$ cat src/hw/rtl/assert_macros.svh
// ----------------------------------------------------------------------------
// assert_macros.svh
// concurrent assertion helpers on clk with asynchronous active-low reset
// ----------------------------------------------------------------------------
`ifndef ASSERT_MACROS_SVH
`define ASSERT_MACROS_SVH

// same-cycle implication
`define ASSERT_NOW(label, ante, cons, msg) \
    label: assert property (@(posedge clk) disable iff (!rst_n) (ante) |-> (cons)) \
        else $error(msg);

// next-cycle implication
`define ASSERT_NEXT(label, ante, cons, msg) \
    label: assert property (@(posedge clk) disable iff (!rst_n) (ante) |=> (cons)) \
        else $error(msg);

`endif

$ cat src/hw/rtl/u8vs_pkg.sv
// ----------------------------------------------------------------------------
// u8vs_pkg
// shared types and sizes of the utf-8 validate and sanitize core
// ----------------------------------------------------------------------------
package u8vs_pkg;

    localparam int MAX_RESULTS = 4;
    localparam int OUTQ_DEPTH  = 8;
    localparam int OUTQ_CNT_W  = $clog2(OUTQ_DEPTH + 1);
    localparam int BURST_CNT_W = $clog2(MAX_RESULTS + 1);

    typedef struct packed {
        logic [7:0] data;
        logic       bad;
        logic       last;
    } item_t;

    typedef struct packed {
        logic [BURST_CNT_W-1:0]   count;
        item_t [MAX_RESULTS-1:0]  items;
    } burst_t;

endpackage

$ cat src/hw/rtl/u8vs_decode.sv
// ----------------------------------------------------------------------------
// u8vs_decode
// utf-8 sequence checker; turns each accepted byte into a burst of results
// ----------------------------------------------------------------------------
`include "assert_macros.svh"

module u8vs_decode (
    input  logic            clk,
    input  logic            rst_n,
    input  logic            accept,
    input  logic [7:0]      in_byte,
    input  logic            end_of_text,
    output u8vs_pkg::burst_t burst
);
    import u8vs_pkg::*;

    localparam logic [7:0] CONT_LO   = 8'h80;
    localparam logic [7:0] CONT_HI   = 8'hBF;
    localparam logic [7:0] QMARK     = 8'h3F;

    logic [7:0]  held_reg [0:2];
    logic [1:0]  held_cnt_reg, held_cnt_next;
    logic [1:0]  need_reg, need_next;
    logic [20:0] cp_reg, cp_next;
    logic [7:0]  lo_reg, lo_next;
    logic [7:0]  hi_reg, hi_next;
    logic        drop_reg, drop_next;

    logic        held_wr;
    logic [1:0]  held_idx;
    logic [20:0] cp_new;
    logic [1:0]  need_new;
    logic        complete;
    logic        fail;

    function automatic logic must_replace(input logic [20:0] c);
        return (c < 21'd32 && c != 21'd10) ||
               (c >= 21'd127 && c <= 21'd159) ||
               (c >= 21'h0202A && c <= 21'h0202E) ||
               (c >= 21'h02066 && c <= 21'h02069);
    endfunction

    always_comb
    begin
        held_cnt_next = held_cnt_reg;
        need_next     = need_reg;
        cp_next       = cp_reg;
        lo_next       = lo_reg;
        hi_next       = hi_reg;
        drop_next     = drop_reg;
        held_wr       = 1'b0;
        held_idx      = 2'd0;
        cp_new        = cp_reg;
        need_new      = need_reg;
        complete      = 1'b0;
        fail          = 1'b0;
        burst         = '0;

        if (accept)
        begin
            if (drop_reg)
            begin
                if (end_of_text)
                begin
                    drop_next     = 1'b0;
                    held_cnt_next = 2'd0;
                    need_next     = 2'd0;
                    cp_next       = '0;
                    lo_next       = CONT_LO;
                    hi_next       = CONT_HI;
                end
            end
            else
            begin
                if (need_reg == 2'd0)
                begin
                    // lead byte
                    lo_next = CONT_LO;
                    hi_next = CONT_HI;
                    if (in_byte < 8'h80)
                    begin
                        cp_new   = {13'd0, in_byte};
                        complete = 1'b1;
                    end
                    else if (in_byte >= 8'hC2 && in_byte <= 8'hDF)
                    begin
                        cp_new   = {16'd0, in_byte[4:0]};
                        need_new = 2'd1;
                    end
                    else if (in_byte >= 8'hE0 && in_byte <= 8'hEF)
                    begin
                        cp_new   = {17'd0, in_byte[3:0]};
                        need_new = 2'd2;
                        if (in_byte == 8'hE0)
                        begin
                            lo_next = 8'hA0;
                        end
                        if (in_byte == 8'hED)
                        begin
                            hi_next = 8'h9F;
                        end
                    end
                    else if (in_byte >= 8'hF0 && in_byte <= 8'hF4)
                    begin
                        cp_new   = {18'd0, in_byte[2:0]};
                        need_new = 2'd3;
                        if (in_byte == 8'hF0)
                        begin
                            lo_next = 8'h90;
                        end
                        if (in_byte == 8'hF4)
                        begin
                            hi_next = 8'h8F;
                        end
                    end
                    else
                    begin
                        fail = 1'b1;
                    end
                    if (!fail && !complete)
                    begin
                        held_wr       = 1'b1;
                        held_idx      = 2'd0;
                        held_cnt_next = 2'd1;
                        if (end_of_text)
                        begin
                            fail = 1'b1;
                        end
                    end
                end
                else
                begin
                    // continuation byte
                    if (in_byte < lo_reg || in_byte > hi_reg)
                    begin
                        fail = 1'b1;
                    end
                    else
                    begin
                        lo_next  = CONT_LO;
                        hi_next  = CONT_HI;
                        cp_new   = {cp_reg[14:0], in_byte[5:0]};
                        need_new = need_reg - 2'd1;
                        if (need_new != 2'd0)
                        begin
                            held_wr  = 1'b1;
                            held_idx = (held_cnt_reg == 2'd3) ? 2'd0 : held_cnt_reg;
                            if (held_cnt_reg != 2'd3)
                            begin
                                held_cnt_next = held_cnt_reg + 2'd1;
                            end
                            if (end_of_text)
                            begin
                                fail = 1'b1;
                            end
                        end
                        else
                        begin
                            complete = 1'b1;
                        end
                    end
                end

                cp_next   = cp_new;
                need_next = need_new;

                if (complete)
                begin
                    if (must_replace(cp_new))
                    begin
                        burst.count         = BURST_CNT_W'(1);
                        burst.items[0].data = QMARK;
                        burst.items[0].last = end_of_text;
                    end
                    else
                    begin
                        burst.count = BURST_CNT_W'(held_cnt_reg) + BURST_CNT_W'(1);
                        for (int k = 0; k < 3; k++)
                        begin
                            burst.items[k].data = (2'(k) < held_cnt_reg) ? held_reg[k] : in_byte;
                            burst.items[k].last = (2'(k) == held_cnt_reg) && end_of_text;
                        end
                        burst.items[3].data = in_byte;
                        burst.items[3].last = (held_cnt_reg == 2'd3) && end_of_text;
                    end
                end

                if (complete || fail)
                begin
                    held_cnt_next = 2'd0;
                    need_next     = 2'd0;
                    cp_next       = '0;
                    lo_next       = CONT_LO;
                    hi_next       = CONT_HI;
                end

                if (fail)
                begin
                    drop_next           = !end_of_text;
                    burst               = '0;
                    burst.count         = BURST_CNT_W'(1);
                    burst.items[0].bad  = 1'b1;
                    burst.items[0].last = 1'b1;
                end
            end
        end
    end

    always_ff @(posedge clk or negedge rst_n)
    begin
        if (!rst_n)
        begin
            held_cnt_reg <= 2'd0;
            need_reg     <= 2'd0;
            cp_reg       <= '0;
            lo_reg       <= CONT_LO;
            hi_reg       <= CONT_HI;
            drop_reg     <= 1'b0;
        end
        else
        begin
            held_cnt_reg <= held_cnt_next;
            need_reg     <= need_next;
            cp_reg       <= cp_next;
            lo_reg       <= lo_next;
            hi_reg       <= hi_next;
            drop_reg     <= drop_next;
        end
    end

    // held bytes of the open sequence
    always_ff @(posedge clk)
    begin
        if (held_wr)
        begin
            held_reg[held_idx] <= in_byte;
        end
    end

    `ASSERT_NOW(a_drop_silent, accept && drop_reg, burst.count == '0,
        "byte produced results while dropping")
    `ASSERT_NOW(a_eot_answers, accept && end_of_text && !drop_reg, burst.count != '0,
        "final byte of a text produced no result")
    `ASSERT_NOW(a_open_has_lead, need_reg != 2'd0, held_cnt_reg != 2'd0,
        "open sequence without a held lead byte")

endmodule

$ cat src/hw/rtl/u8vs_outq.sv
// ----------------------------------------------------------------------------
// u8vs_outq
// shifting result queue; takes up to four beats, on ready drains one a cycle
// ----------------------------------------------------------------------------
`include "assert_macros.svh"

module u8vs_outq (
    input  logic             clk,
    input  logic             rst_n,
    input  u8vs_pkg::burst_t burst,
    output logic             space_ok,
    output logic             out_valid,
    input  logic             out_ready,
    output logic [7:0]       out_byte,
    output logic             bad_text,
    output logic             last_out
);
    import u8vs_pkg::*;

    item_t                 ent_reg  [OUTQ_DEPTH];
    item_t                 ent_next [OUTQ_DEPTH];
    logic [OUTQ_CNT_W-1:0] cnt_reg, cnt_next;
    logic [OUTQ_CNT_W-1:0] base;
    logic [OUTQ_CNT_W-1:0] off;
    logic                  pop;

    assign out_valid = (cnt_reg != '0);
    assign pop       = out_valid && out_ready;
    assign space_ok  = (cnt_reg <= OUTQ_CNT_W'(OUTQ_DEPTH - MAX_RESULTS));
    assign out_byte  = ent_reg[0].data;
    assign bad_text  = ent_reg[0].bad;
    assign last_out  = ent_reg[0].last;

    always_comb
    begin
        base     = cnt_reg - OUTQ_CNT_W'(pop);
        cnt_next = base + OUTQ_CNT_W'(burst.count);
        off      = '0;
        for (int i = 0; i < OUTQ_DEPTH; i++)
        begin
            off = OUTQ_CNT_W'(i) - base;
            if (OUTQ_CNT_W'(i) < base)
            begin
                ent_next[i] = pop ? ent_reg[(i == OUTQ_DEPTH - 1) ? i : i + 1] : ent_reg[i];
            end
            else if (off < OUTQ_CNT_W'(burst.count))
            begin
                ent_next[i] = burst.items[off[$clog2(MAX_RESULTS)-1:0]];
            end
            else
            begin
                ent_next[i] = ent_reg[i];
            end
        end
    end

    always_ff @(posedge clk or negedge rst_n)
    begin
        if (!rst_n)
        begin
            cnt_reg <= '0;
        end
        else
        begin
            cnt_reg <= cnt_next;
        end
    end

    always_ff @(posedge clk)
    begin
        for (int i = 0; i < OUTQ_DEPTH; i++)
        begin
            ent_reg[i] <= ent_next[i];
        end
    end

    `ASSERT_NOW(a_no_overflow, 1'b1, cnt_reg <= OUTQ_CNT_W'(OUTQ_DEPTH),
        "result queue overflow")
    `ASSERT_NEXT(a_drain_one, pop && burst.count == '0,
        cnt_reg == $past(cnt_reg) - OUTQ_CNT_W'(1),
        "queue count did not drop by one on a lone pop")
    `ASSERT_NOW(a_error_beat, out_valid && bad_text, last_out && out_byte == 8'd0,
        "error beat must be last and carry a zero byte")

endmodule

$ cat src/hw/rtl/utf8_validate_sanitize_core.sv
// ----------------------------------------------------------------------------
// utf8_validate_sanitize_core
// strict utf-8 checker and sanitizer for a byte stream
// ----------------------------------------------------------------------------
// One input byte is taken per cycle whenever the eight-beat result queue has
// room for four more beats; in_ready follows only the queue fill level, so it
// never waits on out_ready combinationally. Each byte is checked in the cycle
// it is taken and yields zero to four result beats at once (the held bytes of
// a finished code point plus the last byte, a single '?', or one error beat),
// which the queue drains one per ready cycle. Over a text there are never more
// result beats than input bytes, so one byte per cycle is sustained when the
// downstream side takes a beat every cycle. After an error beat the rest of
// the text is dropped without results up to the byte marked end_of_text.
// ----------------------------------------------------------------------------
module utf8_validate_sanitize_core (
    input  logic       clk,
    input  logic       rst_n,
    input  logic       in_valid,
    output logic       in_ready,
    input  logic [7:0] in_byte,
    input  logic       end_of_text,
    output logic       out_valid,
    input  logic       out_ready,
    output logic [7:0] out_byte,
    output logic       bad_text,
    output logic       last_out
);
    import u8vs_pkg::*;

    burst_t burst;
    logic   accept;

    assign accept = in_valid && in_ready;

    u8vs_decode u_decode (
        .clk         (clk),
        .rst_n       (rst_n),
        .accept      (accept),
        .in_byte     (in_byte),
        .end_of_text (end_of_text),
        .burst       (burst)
    );

    u8vs_outq u_outq (
        .clk       (clk),
        .rst_n     (rst_n),
        .burst     (burst),
        .space_ok  (in_ready),
        .out_valid (out_valid),
        .out_ready (out_ready),
        .out_byte  (out_byte),
        .bad_text  (bad_text),
        .last_out  (last_out)
    );

endmodule

$ cat config.mk
export PLATFORM = sky130hd
export DESIGN_NAME = utf8_validate_sanitize_core
export DESIGN_NICKNAME = d
export VERILOG_FILES = /design/src/hw/rtl/u8vs_pkg.sv /design/src/hw/rtl/u8vs_decode.sv /design/src/hw/rtl/u8vs_outq.sv /design/src/hw/rtl/utf8_validate_sanitize_core.sv
export VERILOG_INCLUDE_DIRS = /design/src /design/src/hw/rtl
export SDC_FILE = /design/constraint.sdc
export NUM_CORES = 1
export LEC_CHECK = 0
export BUFFER_PORTS_ARGS = -buffer_cell sky130_fd_sc_hd__buf_2
export CORE_UTILIZATION = 40
export DETAILED_ROUTE_END_ITERATION = 12
export GPL_TIMING_DRIVEN = 0
export PLACE_DENSITY = 0.66
export RECOVER_POWER = 50
export SLEW_MARGIN = 20
export SYNTH_ARGS = -nofsm -noshare
export SYNTH_HDL_FRONTEND = slang
export SYNTH_SLANG_ARGS = --single-unit
$ cat constraint.sdc
create_clock -name clk -period 5.9 [get_ports clk]
set_input_delay 0.59 -clock clk [delete_from_list [all_inputs] [get_ports clk]]
set_output_delay 0.59 -clock clk [all_outputs]
set_load 0.1 [all_outputs]
# Word level (Yosys, flattened, before mapping)

Memory sizes are Yosys's and may differ from the RTL's.
Index checks and enable logic that the tools add are counted.

Register bits after elaboration: 46
Input port bits: 13
Logic and storage cells: 259
Memories: 2
Output and inout bits: 12
Memory bits (read-only): 0
Bits in latches: 0
RAM bits: 104

Memory list:

| name              | words | bits a word | read ports | clocked after Yosys merged registers in | write ports | RTL line          | RTL |
|---|---|---|---|---|---|---|---|
| u_outq.ent_reg    | 8     | 10          | 8          | 0                                       | 8           | u8vs_outq.sv:20   | `item_t ent_reg [OUTQ_DEPTH];` |
| u_decode.held_reg | 3     | 8           | 3          | 0                                       | 1           | u8vs_decode.sv:21 | `logic [7:0] held_reg [0:2];` |

Shift operators: 0
$add $sub $neg: 13
Bitwise gates (word level): 0
Muxes and demuxes: 147
Multipliers: 0
Div/mod/pow operators: 0
Order comparisons: 44
Eq/ne operators: 14
Reduce and logical (&&, ||, !) cells: 32

Operators by type and width:

| cell                 | count |
|---|---|
| $mux 10              | 31 |
| $mux 21              | 11 |
| $mux 8               | 23 |
| $bmux 10 s2          | 8 |
| $mux 43              | 3 |
| $mux 9               | 5 |
| $mux 2               | 22 |
| $ge 21x14->1 const B | 2 |
| $le 21x14->1 const B | 2 |
| $mux 1               | 38 |
| $eq 8x8->1 const B   | 4 |
| $lt 4x3->1           | 8 |
| $ge 8x8->1 const B   | 3 |
| $le 8x8->1 const B   | 3 |
| $lt 2x3->1 const B   | 8 |
| $ge 21x7->1 const B  | 1 |
| $le 21x8->1 const B  | 1 |
| $lt 21x6->1 const B  | 1 |
| $ne 21x4->1 const B  | 1 |
| $mux 6               | 3 |
| $lt 3x4->1 const A   | 4 |
| $sub 3x4->4 const A  | 4 |
| $logic_and 1x1->1    | 14 |
| $reduce_bool 4->1    | 3 |
| other kinds (33)     | 47 |

# Depth between registers and ports, before layout

Depth after elaboration: 23
Depth in mapped cells: 19

# Cells and area by module

A second synthesis with hierarchy kept.

Cell total of the unflattened synthesis: 725
Area total of the unflattened synthesis: 8813.5 sq um

By module, submodules not included:

| module                      | instances | area an instance (sq um) | cells an instance |
|---|---|---|---|
| u8vs_outq                   | 1         | 5372.7                   | 376 |
| u8vs_decode                 | 1         | 3434.5                   | 348 |
| utf8_validate_sanitize_core | 1         | 6.3                      | 1 |

# Worst setup path after synthesis

No wires, ideal clock.

Path type: reg2reg
Start: reg, netlist name u_outq.cnt_reg[0]
End: mem u_outq.ent_reg[0][10] (netlist name), enable pin
Arrival: 5.009 ns
Stages on the path, launching flop included: 14
Path buffers: 2
Setup slack: 0.484 ns
Path through: dfrtp_1 -> o21a_1 -> nor2_1 -> nand2_1 -> nor2_1 -> nand3_1 -> clkbuf_1 -> nor2_1 -> buf_2 -> and2_1 -> inv_1 -> ha_1 -> nor2b_1 -> o41ai_1

RTL lines:

| element   | RTL line |
|---|---|
| to (decl) | u8vs_outq.sv:20 |

==> impl_metrics.yaml <==
placed_design:
  numPortBuffers: 24
  place_congestion: 0.9526
  place_area_um2: 8850
  dp.final_hpwl_mm: 17.62
  dp_cells: 1148
sta:
  finalCritPeriodShare: 0.9282
  fin_crit_ps: 5476
  rsz0062_at_grt: "false"
  skew_ps: 11.79
  relSlewSlack: -0.2503
  drv_slew: 35
  finalHoldViolations: 0
  clock.fmax_ghz: 0.1826
  finalSetupTns_ps: 0
  setup_viol: 0
  worst_pin_slew_ps: 1875
routing:
  wire_per_inst_um: 19.56
  vias: 6793
  drt_iter0_markers: 580
  drc: 0
  firstDrtPassIters: 6
  antenna_left: 0
  wirelength_mm: 23.08
  via_per_inst: 5.757
clock_network:
  hold_buffers: 0
  cts_sinks: 138
  cts-root-buf: "clkbuf_16"
  htreeDepth: 4
  worstSkewPairLatency_ps: 430
  tritoncts: "built"
  clockBufferDepth: 2
  clkTransAtPathRegs_ps: 70
  cts_made_buffers: 17
floorplan:
  dieWidth_um: 146.5
  start_util: 0.4102
  die_h_um: 146.5
  row_count: 52
  io_pins: 25
  core_um2: 20360
  die_area_um2: 21470
global_routing:
  grt_antenna_before_repair: 0
  gr-total-overflow: 0
  grt_pass1_vias: 6337
  grt_usage: 0.2180
  grt_pass1_wl_mm: 35.85
  grt_max_degree: 35
critical_path:
  worstSetupPathType: "reg -> reg"
  start_kind: "flop"
  crit_required_ps: 5990
  cp-end-kind: "flop"
  worstPathMaxFanout: 11
  r2r_start: "u_outq.cnt_reg[0]"
  crit_arrival_ps: 5570
  crit_path_start: "u_outq.cnt_reg[0]"
finish:
  area_delta_synth_final_pct: 13.12
  design_area_um2: 9450
  fillCellCount: 1952
  drive_gt1_frac: 0.09890
  fin_cells: 1180
  nNetsFinal: 945
  largest_reg_flops: 80
  insertedDiodeCount: 0
hold_path:
  hold_class: "in -> reg"
  min_from: "in_byte[6]"
run:
  drv_cap: 1
synthesis:
  synth_nets: 899
  async_flop_share: 0.2464
  synthFlopType: "edfxtp_1"
  syn_inst: 851
  avgSynthCellArea_um2: 9.817
  ys_seq_elements: 138
  synth_edf_count: 104
  yosys_warnings: 0
  yosysSeqAreaShare: 0.4760
  synthDistinctLibCells: 72
  netlist_area_um2: 8354
run_status:
  status: "complete, but fails checks"
  failed_checks: "capacitance limit, slew limit"
==> cells by family (layout without fill, tap and decap cells) <==
kind of cell             Yosys count  in the layout  synth area share
adder cells (fa/ha/maj)           35             35           0.05422
XOR/XNOR                          12             12           0.01258
flip-flops                       138            138            0.4760
multiplexers                      42             42           0.05257
AND/OR/NAND/NOR                  262            262            0.1433
buffers and inverters             97            156           0.04867
AO/OA/AOI/OAI                    265            265            0.2127
==> cell usage in the layout (no fill, tap or decap), types with 27 or more instances in the layout <==
cell type,n
mux2i_1,27
dfrtp_1,32
inv_1,36
ha_1,33
o21ai_0,55
a21oi_1,57
clkbuf_1,61
nor2_1,80
nand2_1,100
edfxtp_1,104
==> cell type report <==
class	count	area [um^2]	share of cell area
sequential	138	3976	0.4208
inverter	38	142.6	0.01509
clock inverter	15	200.2	0.02118
clock buffer	17	425.4	0.04502
timing repair buffer	27	115.1	0.01218
multi-input combinational	616	3993	0.4225
tap	270	337.8	0.03575
buffer	59	260.3	0.02754
==> what timing repair did <==
action                     4_1_cts  5_1_grt
setup buffers                    0        0
setup endpoints to repair       20       10
resized for setup                3        3
==> cells in the mapped netlist, types with 17 or more instances <==
library cell  number  area, um^2
a22oi_1           17       127.6
edfxtp_1         104        3123
nand2_1          100       375.4
o21ai_0           59       295.3
ha_1              33       412.9
clkbuf_1          39       146.4
a22o_1            20       175.2
nor2_1            80       300.3
dfrtp_1           32       800.8
inv_1             36       135.1
mux2i_1           27       270.3
a21oi_1           58       290.3
o22ai_1           18       112.6
==> layer usage <==
metal / up-vias / global-route usage / routed length, um
met2: 251 / 0.3521 / 10930
met3: 27 / 0.03625 / 1182
met4: 0 / 0.05781 / 277
met5: - / 0 / 0
li1: 3252 / - / -
met1: 3263 / 0.3024 / 10680
==> through the flow <==
stage                     utilization  worst slack [ps]  hold WS [ps]
final                          0.4641             423.6         474.3
after global routing           0.4641             58.21         483.6
after CTS                      0.4657             130.1         256.5
after detailed placement       0.4346            -315.6         468.7
after global placement         0.4327            -789.8         460.2
after floorplan                     -             483.7         294.4
==> worst paths after layout <==
path | slack (ps) | endpoint | cells past startpoint
max reg2reg | 420 | u_outq.ent_reg[1][23] | 16
max in group asynchronous | 4150 | u_decode.need_reg[0] | 1
min in group asynchronous | 660 | u_decode.lo_reg[4] | 1
min reg2reg | 480 | u_decode.hi_reg[4] | 2
min | 470 | u_decode.held_reg[0][6] | 1
max | 420 | u_outq.ent_reg[1][23] | 16
==> critical path, cell delays in order, from the launching register on <==
cell and delay (ps):
dfrtp_1 400, or4_1 540, nand2_1 290, inv_1 150, ha_1 460, inv_1 150, clkbuf_1 410, clkbuf_2 370
ha_1 310, clkbuf_2 230, clkinv_1 200, clkbuf_1 450, ha_1 320, a21o_1 210, a21oi_1 150, a21oi_1 110
a21oi_4 370
Power is left out: the tool's default activity adds up to more than one toggle a clock period on the data nets, which glitch-free logic cannot reach.
